File: config.mk
export PLATFORM = sky130hd
export DESIGN_NAME = matrix_minimax_maximin
export DESIGN_NICKNAME = d
export VERILOG_FILES = /design/src/mmm_pkg.sv /design/src/matrix_minimax_maximin.sv
export VERILOG_INCLUDE_DIRS = /design/src /design/src/src
export SDC_FILE = /design/constraint.sdc
export NUM_CORES = 1
export LEC_CHECK = 0
export ABC_AREA = 1
export BUFFER_PORTS_ARGS = -buffer_cell sky130_fd_sc_hd__buf_2
export CORE_AREA = 2 2 224 182
export CTS_CLUSTER_DIAMETER = 50
export DETAILED_ROUTE_END_ITERATION = 7
export DIE_AREA = 0 0 226 184
export PLACE_DENSITY = 0.69
export SYNTH_ARGS = -nofsm -noshare
export SYNTH_HDL_FRONTEND = slang
export SYNTH_SLANG_ARGS = --single-unit
File: constraint.sdc
create_clock -name clk -period 4.7 [get_ports clk]
set_input_delay 0.705 -clock clk [delete_from_list [all_inputs] [get_ports clk]]
set_output_delay 0.705 -clock clk [all_outputs]
set_load 0.03 [all_outputs]
File: src/assert_macros.svh
// Assertion macros used by the RTL of the matrix minimax block.
// No dependencies; define ASSERT_OFF to compile the checks out.
`ifndef ASSERT_MACROS_SVH
`define ASSERT_MACROS_SVH
`ifndef ASSERT_OFF
`define ASSERT_AT(label, clk, rst, prop, msg) \
  label: assert property (@(posedge clk) disable iff (rst) (prop)) else $error(msg);
`define ASSERT_NEVER(label, clk, rst, prop, msg) \
  label: assert property (@(posedge clk) disable iff (rst) !(prop)) else $error(msg);
`else
`define ASSERT_AT(label, clk, rst, prop, msg)
`define ASSERT_NEVER(label, clk, rst, prop, msg)
`endif
`endif

File: src/mmm_pkg.sv
// Package for the matrix minimax / maximin block: widths, types.
// No dependencies.
`default_nettype none
package mmm_pkg;
  localparam int MAX_DIM = 16;
  localparam int DATA_W  = 16;
  localparam int DIM_W   = 5;
  localparam int IDX_W   = (MAX_DIM > 1) ? $clog2(MAX_DIM) : 1;
  localparam int NW      = (DIM_W > IDX_W + 1) ? DIM_W : IDX_W + 1;
  localparam logic [DIM_W-1:0] DIM_RESET = DIM_W'(3);

  typedef logic signed [DATA_W-1:0] elem_t;

  typedef struct packed {
    logic [IDX_W-1:0] col;
    logic             first_row;
    logic             first_col;
    logic             last_col;
    logic             last_row;
  } s1_ctl_t;
endpackage
`default_nettype wire

File: src/matrix_minimax_maximin.sv
// Streaming minimax / maximin of an n-by-n matrix, one word per cycle unless output stalls.
// Throughput: one element per cycle unless the output stalls; one-deep forwarding on the
// column-maxima RAM read-modify-write; the result is registered after stage 1.
// Reset (rst, synchronous): clears counters, valids and sets dimension to 3;
// the column-maxima RAM and the running extremes are not cleared.
// Depends on mmm_pkg and assert_macros.svh.
`default_nettype none
`include "assert_macros.svh"
module matrix_minimax_maximin
  import mmm_pkg::*;
(
  input  wire logic                clk,
  input  wire logic                rst,
  input  wire logic                cfg_wen,
  input  wire logic [DIM_W-1:0]    cfg_wdata,    // dimension
  input  wire logic                s_tvalid,
  output logic                     s_tready,
  input  wire logic signed [15:0]  s_tdata,      // [15:0] element
  output logic                     m_tvalid,
  input  wire logic                m_tready,
  output logic [31:0]              m_tdata       // [15:0] min_of_col_max, [31:16] max_of_row_min
);

  logic [DIM_W-1:0] dimension;
  logic [IDX_W-1:0] col_index, col_index_next;
  logic [IDX_W-1:0] row_index, row_index_next;
  logic [NW-1:0]    n_eff;
  logic             last_col, last_row, accept;

  elem_t            col_max_mem [MAX_DIM];
  elem_t            rd_data;
  logic             fwd_hit;
  elem_t            fwd_data;

  logic             s1_valid;
  s1_ctl_t          s1;
  elem_t            s1_elem;
  logic             s1_emit, s1_go;

  elem_t            current_row_min, best_row_min, least_col_max;
  elem_t            col_old, cm, row_min_new, best_new, least_new;

  always_comb begin
    if (dimension == '0) begin
      n_eff = NW'(1);
    end else if (NW'(dimension) > NW'(MAX_DIM)) begin
      n_eff = NW'(MAX_DIM);
    end else begin
      n_eff = NW'(dimension);
    end
    last_col = (NW'(col_index) + NW'(1)) >= n_eff;
    last_row = (NW'(row_index) + NW'(1)) >= n_eff;
    col_index_next = last_col ? '0 : col_index + IDX_W'(1);
    if (!last_col) begin
      row_index_next = row_index;
    end else if (last_row) begin
      row_index_next = '0;
    end else begin
      row_index_next = row_index + IDX_W'(1);
    end
  end

  assign s1_emit  = s1.last_col && s1.last_row;
  assign s1_go    = s1_valid && !(s1_emit && m_tvalid && !m_tready);
  assign s_tready = !s1_valid || s1_go;
  assign accept   = s_tvalid && s_tready;

  always_comb begin
    col_old     = fwd_hit ? fwd_data : rd_data;
    cm          = (s1.first_row || s1_elem > col_old) ? s1_elem : col_old;
    row_min_new = (s1.first_col || s1_elem < current_row_min) ? s1_elem : current_row_min;
    least_new   = least_col_max;
    if (s1.last_row && (s1.first_col || cm < least_col_max)) begin
      least_new = cm;
    end
    best_new = best_row_min;
    if (s1.last_col && (s1.first_row || row_min_new > best_row_min)) begin
      best_new = row_min_new;
    end
  end

  always_ff @(posedge clk) begin
    if (rst) begin
      dimension <= DIM_RESET;
    end else if (cfg_wen) begin
      dimension <= cfg_wdata;
    end
  end

  always_ff @(posedge clk) begin
    if (rst) begin
      col_index <= '0;
      row_index <= '0;
      s1_valid  <= 1'b0;
      fwd_hit   <= 1'b0;
      m_tvalid  <= 1'b0;
    end else begin
      if (accept) begin
        col_index <= col_index_next;
        row_index <= row_index_next;
        fwd_hit   <= s1_go && (s1.col == col_index);
      end else if (s1_go) begin
        fwd_hit   <= 1'b0;
      end
      if (accept) begin
        s1_valid <= 1'b1;
      end else if (s1_go) begin
        s1_valid <= 1'b0;
      end
      if (s1_go && s1_emit) begin
        m_tvalid <= 1'b1;
      end else if (m_tready) begin
        m_tvalid <= 1'b0;
      end
    end
  end

  // column maxima RAM: read on accept, write back from stage 1
  always_ff @(posedge clk) begin
    if (s1_go) begin
      col_max_mem[s1.col] <= cm;
    end
    if (accept) begin
      rd_data <= col_max_mem[col_index];
    end
  end

  always_ff @(posedge clk) begin
    if (accept) begin
      fwd_data     <= cm;
      s1_elem      <= s_tdata;
      s1.col       <= col_index;
      s1.first_row <= (row_index == '0);
      s1.first_col <= (col_index == '0);
      s1.last_col  <= last_col;
      s1.last_row  <= last_row;
    end
    if (s1_go) begin
      current_row_min <= row_min_new;
      best_row_min    <= best_new;
      least_col_max   <= least_new;
    end
    if (s1_go && s1_emit) begin
      m_tdata <= {best_new, least_new};
    end
  end

  `ASSERT_AT(a_result_from_last, clk, rst,
    $rose(m_tvalid) |-> $past(s1_go && s1.last_col && s1.last_row), "result without last element")
  `ASSERT_AT(a_fwd_needs_stage, clk, rst, fwd_hit |-> s1_valid, "forward flag with empty stage")
  `ASSERT_AT(a_counters_wrap, clk, rst,
    (accept && last_col && last_row) |=> (row_index == '0 && col_index == '0),
    "counters did not restart")
  `ASSERT_NEVER(a_stall_cause, clk, rst, !s_tready && !(m_tvalid && !m_tready),
    "input stalled without output back-pressure")

endmodule
`default_nettype wire

==> impl_summary.txt <==
----------------------------------------------------
[Pwr]
  Power per cell area ... 477 nW/um2
  Clk network pwr share ... 0.331
  Internal portion of total power ... 6720 uW
  Net switching power ... 2830 uW
  Switching part of the total ... 0.296
  Total chip power ... 9540 uW
  Peak supply drop ... 0.286 mV
  Sequential fraction of design power ... 0.478
  Combinational power share ... 0.191
  Static leakage ... 0.00743 uW

[Min path]
  Number of cells on the worst hold path ... 1
  Worst hold path startpoint ... s_tdata[4]
  Worst hold path type ... in -> reg
  End point of the worst hold path ... s1_elem[4]

[Synth]
  Syn Inst Count ... 1433
  Number of enable flip-flop cells after synthesis ... 392
  Share of synthesized flip-flops with an asynchronous set or reset ... 0
  Synthesized area per cell ... 12.3 um2
  Synth Warn # ... 0
  Post-synth cell types ... 41
  Post-synthesis instance area ... 17600 um2
  Post-synth top area cell ... sky130_fd_sc_hd__edfxtp_1
  Syn Nets ... 1535
  Most area-consuming cells after synthesis ... sky130_fd_sc_hd__edfxtp_1 67%, sky130_fd_sc_hd__ha_1 5.4%, sky130_fd_sc_hd__o21ai_0 4.8%
  Commonest cells post-synth ... 392 x sky130_fd_sc_hd__edfxtp_1, 189 x sky130_fd_sc_hd__nor2_1, 168 x sky130_fd_sc_hd__o21ai_0, 165 x sky130_fd_sc_hd__nand2_1, 99 x sky130_fd_sc_hd__inv_1
  Area fraction of the dominant cell type after synthesis ... 0.670
  Sequential-to-total area share from yosys stat ... 0.688
  Synthesis-stage register bit count ... 408
  Top-count cell post-synth ... sky130_fd_sc_hd__edfxtp_1
  Commonest register cell after synthesis ... sky130_fd_sc_hd__edfxtp_1

[Timing]
  Max frequency ... 232 MHz
  Headroom to the max-slew limit ... 0.295
  Largest clock skew in the final design ... 33.7 ps
  Actual slew at the worst max-slew pin ... 1050 ps
  Final setup TNS ... 0 ps
  Final Max Tran Viols ... 0
  Minimum clock period after layout ... 4310 ps
  Hold Fails Final Rpt ... 0
  Portion of the clock cycle consumed by the worst path in the final layout ... 0.916
  Number of setup violations in the final report ... 0

[Final layout]
  Share of post-route cells with drive strength above 1 ... 0.129
  Area growth from synthesis to layout ... 14.0%
  Number of antenna cells inserted ... 0
  Area of all placed cells without fillers ... 20000 um2
  Post-layout nets ... 1623

[Detailed routing]
  Met2 wirelength from detailed routing ... 18000 um
  Metal1 wirelength ... 18100 um
  Number of iterations in the first detailed-routing pass ... 5
  Highest routed layer ... met4
  Via total after detailed routing ... 11400
  Via-to-Cell Ratio ... 5.48
  Wire length on met3 ... 3080 um
  Wirelength, routed ... 40200 um
  Detailed-route wire length per cell ... 19.2 um
  DRC violations left ... 0
  Antenna Nets Post-Route ... 0
  Number of DRC violations after detailed-routing iteration 0 ... 1265

[Critical path]
  Worst R2R Setup Slack ... 390 ps
  Crit path launch type ... register
  Worst reg2reg endpoint ... least_col_max[1]
  Worst reg2reg path depth ... 26
  Endpoint class of the critical path ... register
  Required arrival time at the worst endpoint ... 5000 ps
  Worst Path Max Fanout ... 17
  Startpoint of the most critical register-to-register path ... fwd_hit
  Crit path kind ... reg -> reg
  Data arrival time at the worst-slack endpoint ... 4610 ps

[Global route]
  Initial antenna violation count ... 0
  Vias in the first global route ... 11000
  Largest net degree at the start of global routing ... 74
  Wire length of the first global-routing pass ... 62500 um
  Overall fraction of global-route tracks in use ... 0.196
  Global-route congestion overflow total ... 0

[Placed design]
  HPWL after detailed placement ... 25400 um
  Post-detailed-placement cell area ... 18700 um2
  Final estimated routing congestion in global placement ... 0.875
  Number of buffer cells added on primary ports ... 59

[Clock tree]
  Clock Root Buffer ... sky130_fd_sc_hd__clkbuf_16
  CTS tree ... built
  Resized cells post-CTS ... 0
  Longest Clk Path Bufs ... 3
  Clock-pin slew on the worst setup and hold paths ... 60 ps
  Source-to-sink clock delay at the later pin of the worst-skew pair ... 580 ps
  Clock buffer count from CTS ... 42
  Count of clock tree sinks ... 408
  CTS H-tree lvls ... 2
  Post CTS Setup Buffer Count ... 0
  Hold buffer count at CTS ... 0

[Floorplanning]
  Io pins ... 60
  Row count ... 65
  Die X-Extent ... 226 um
  Die area ... 41600 um2
  Starting Density ... 0.449
  Area of the core ... 39100 um2
  Die boundary height ... 184 um

[Outcome]
  Result of the run ... finished clean

[Run]
  Max-cap viol count ... 0

----------------------------------------------------
[critical path, stage by stage (launching register included)]
cell and delay [ps]:
sky130_fd_sc_hd__dfxtp_1 340, sky130_fd_sc_hd__buf_6 230, sky130_fd_sc_hd__mux2i_1 320, sky130_fd_sc_hd__ha_1 300, sky130_fd_sc_hd__a21oi_1 150, sky130_fd_sc_hd__nand2_1 80, sky130_fd_sc_hd__nand2_1 50, sky130_fd_sc_hd__nand2_1 50
sky130_fd_sc_hd__nand2_1 70, sky130_fd_sc_hd__nand2_1 60, sky130_fd_sc_hd__nand2_1 50, sky130_fd_sc_hd__nand2_1 90, sky130_fd_sc_hd__nand2_4 210, sky130_fd_sc_hd__buf_4 240, sky130_fd_sc_hd__nand2_1 70, sky130_fd_sc_hd__o21ai_1 110
sky130_fd_sc_hd__ha_1 270, sky130_fd_sc_hd__a21oi_1 170, sky130_fd_sc_hd__nor2_1 70, sky130_fd_sc_hd__a211oi_1 210, sky130_fd_sc_hd__nand2_1 110, sky130_fd_sc_hd__nand2_1 80, sky130_fd_sc_hd__nand3_1 110, sky130_fd_sc_hd__nand3_4 230
sky130_fd_sc_hd__nand2_8 160, sky130_fd_sc_hd__nand2_1 120, sky130_fd_sc_hd__nand2_1 70
[power groups by stage]
stage          combinational [uW]  clock [uW]  sequential (uW)
2_1_floorplan                1210           0             4620
3_3_place_gp                 1720           0             4630
3_5_place_dp                 1790           0             4640
4_1_cts                      1800        3220             4560
5_1_grt                      2050        3350             4580
6_report                     1820        3150             4560
[per-layer routing]
layer | track usage | vias up
met3 | 0.0422 | 81
met2 | 0.298 | 395
met5 | 0 | -
li1 | - | 5377
met1 | 0.281 | 5590
met4 | 0.0623 | 0
[placed cells by master, fill, tap and decap left out, types with 47 or more instances in the layout]
cell type                    n
sky130_fd_sc_hd__nor2_1    188
sky130_fd_sc_hd__ha_1       76
sky130_fd_sc_hd__buf_2      59
sky130_fd_sc_hd__o21ai_0   145
sky130_fd_sc_hd__buf_4      47
sky130_fd_sc_hd__nand2_1   165
sky130_fd_sc_hd__inv_1      97
sky130_fd_sc_hd__edfxtp_1  392
sky130_fd_sc_hd__a21oi_1    51
sky130_fd_sc_hd__nand3_1    60
[state kept, by name, indices dropped and copies added, names as in the netlist, 4 cells and up]
register and cells:
col_max_mem 256, dimension 5, fwd_data 16, s1_elem 16, current_row_min 16, s1 8
best_row_min 16, row_index 4, col_index 4, m_tdata 32, rd_data 16, least_col_max 16
[stage by stage]
stage	cells	worst slack, ps	hold slack [ps]	utilization
floorplan	1433	17.5	406	-
global placement	2013	303	468	0.477
detailed placement	2013	216	475	0.477
CTS	2089	184	300	0.511
global route	2089	-9.45	306	0.512
finish	2089	393	321	0.512
[cells by family after synthesis]
group | after synthesis | synth area share
flops | 408 | 0.688
compound gates | 314 | 0.102
buf+inv | 165 | 0.0367
xor+xnor | 10 | 0.00499
mux | 16 | 0.00919
simple gates | 444 | 0.105
fa+ha+maj | 76 | 0.0541
[worst max path at each step]
stage	from	endpoint	slack, ps	cells after the start
after floorplan	fwd_hit	least_col_max[8]	20	28
after global placement	s1_elem[1]	m_tdata[28]	300	22
after detailed placement	fwd_hit	least_col_max[1]	220	27
after CTS	fwd_hit	least_col_max[8]	180	27
after global routing	fwd_hit	m_tdata[0]	-9	28
final	fwd_hit	least_col_max[1]	390	26
[layout make-up]
class / instances / area (um2)
repair buffers: 109 / 682
fillers: 3345 / 19100
flip-flops and latches: 408 / 12100
well taps: 536 / 671
multi-input cells: 860 / 4890
inverters: 100 / 377
clock inverters: 23 / 191
clock buffers: 53 / 1110
(Power assumes the default switching activity.)
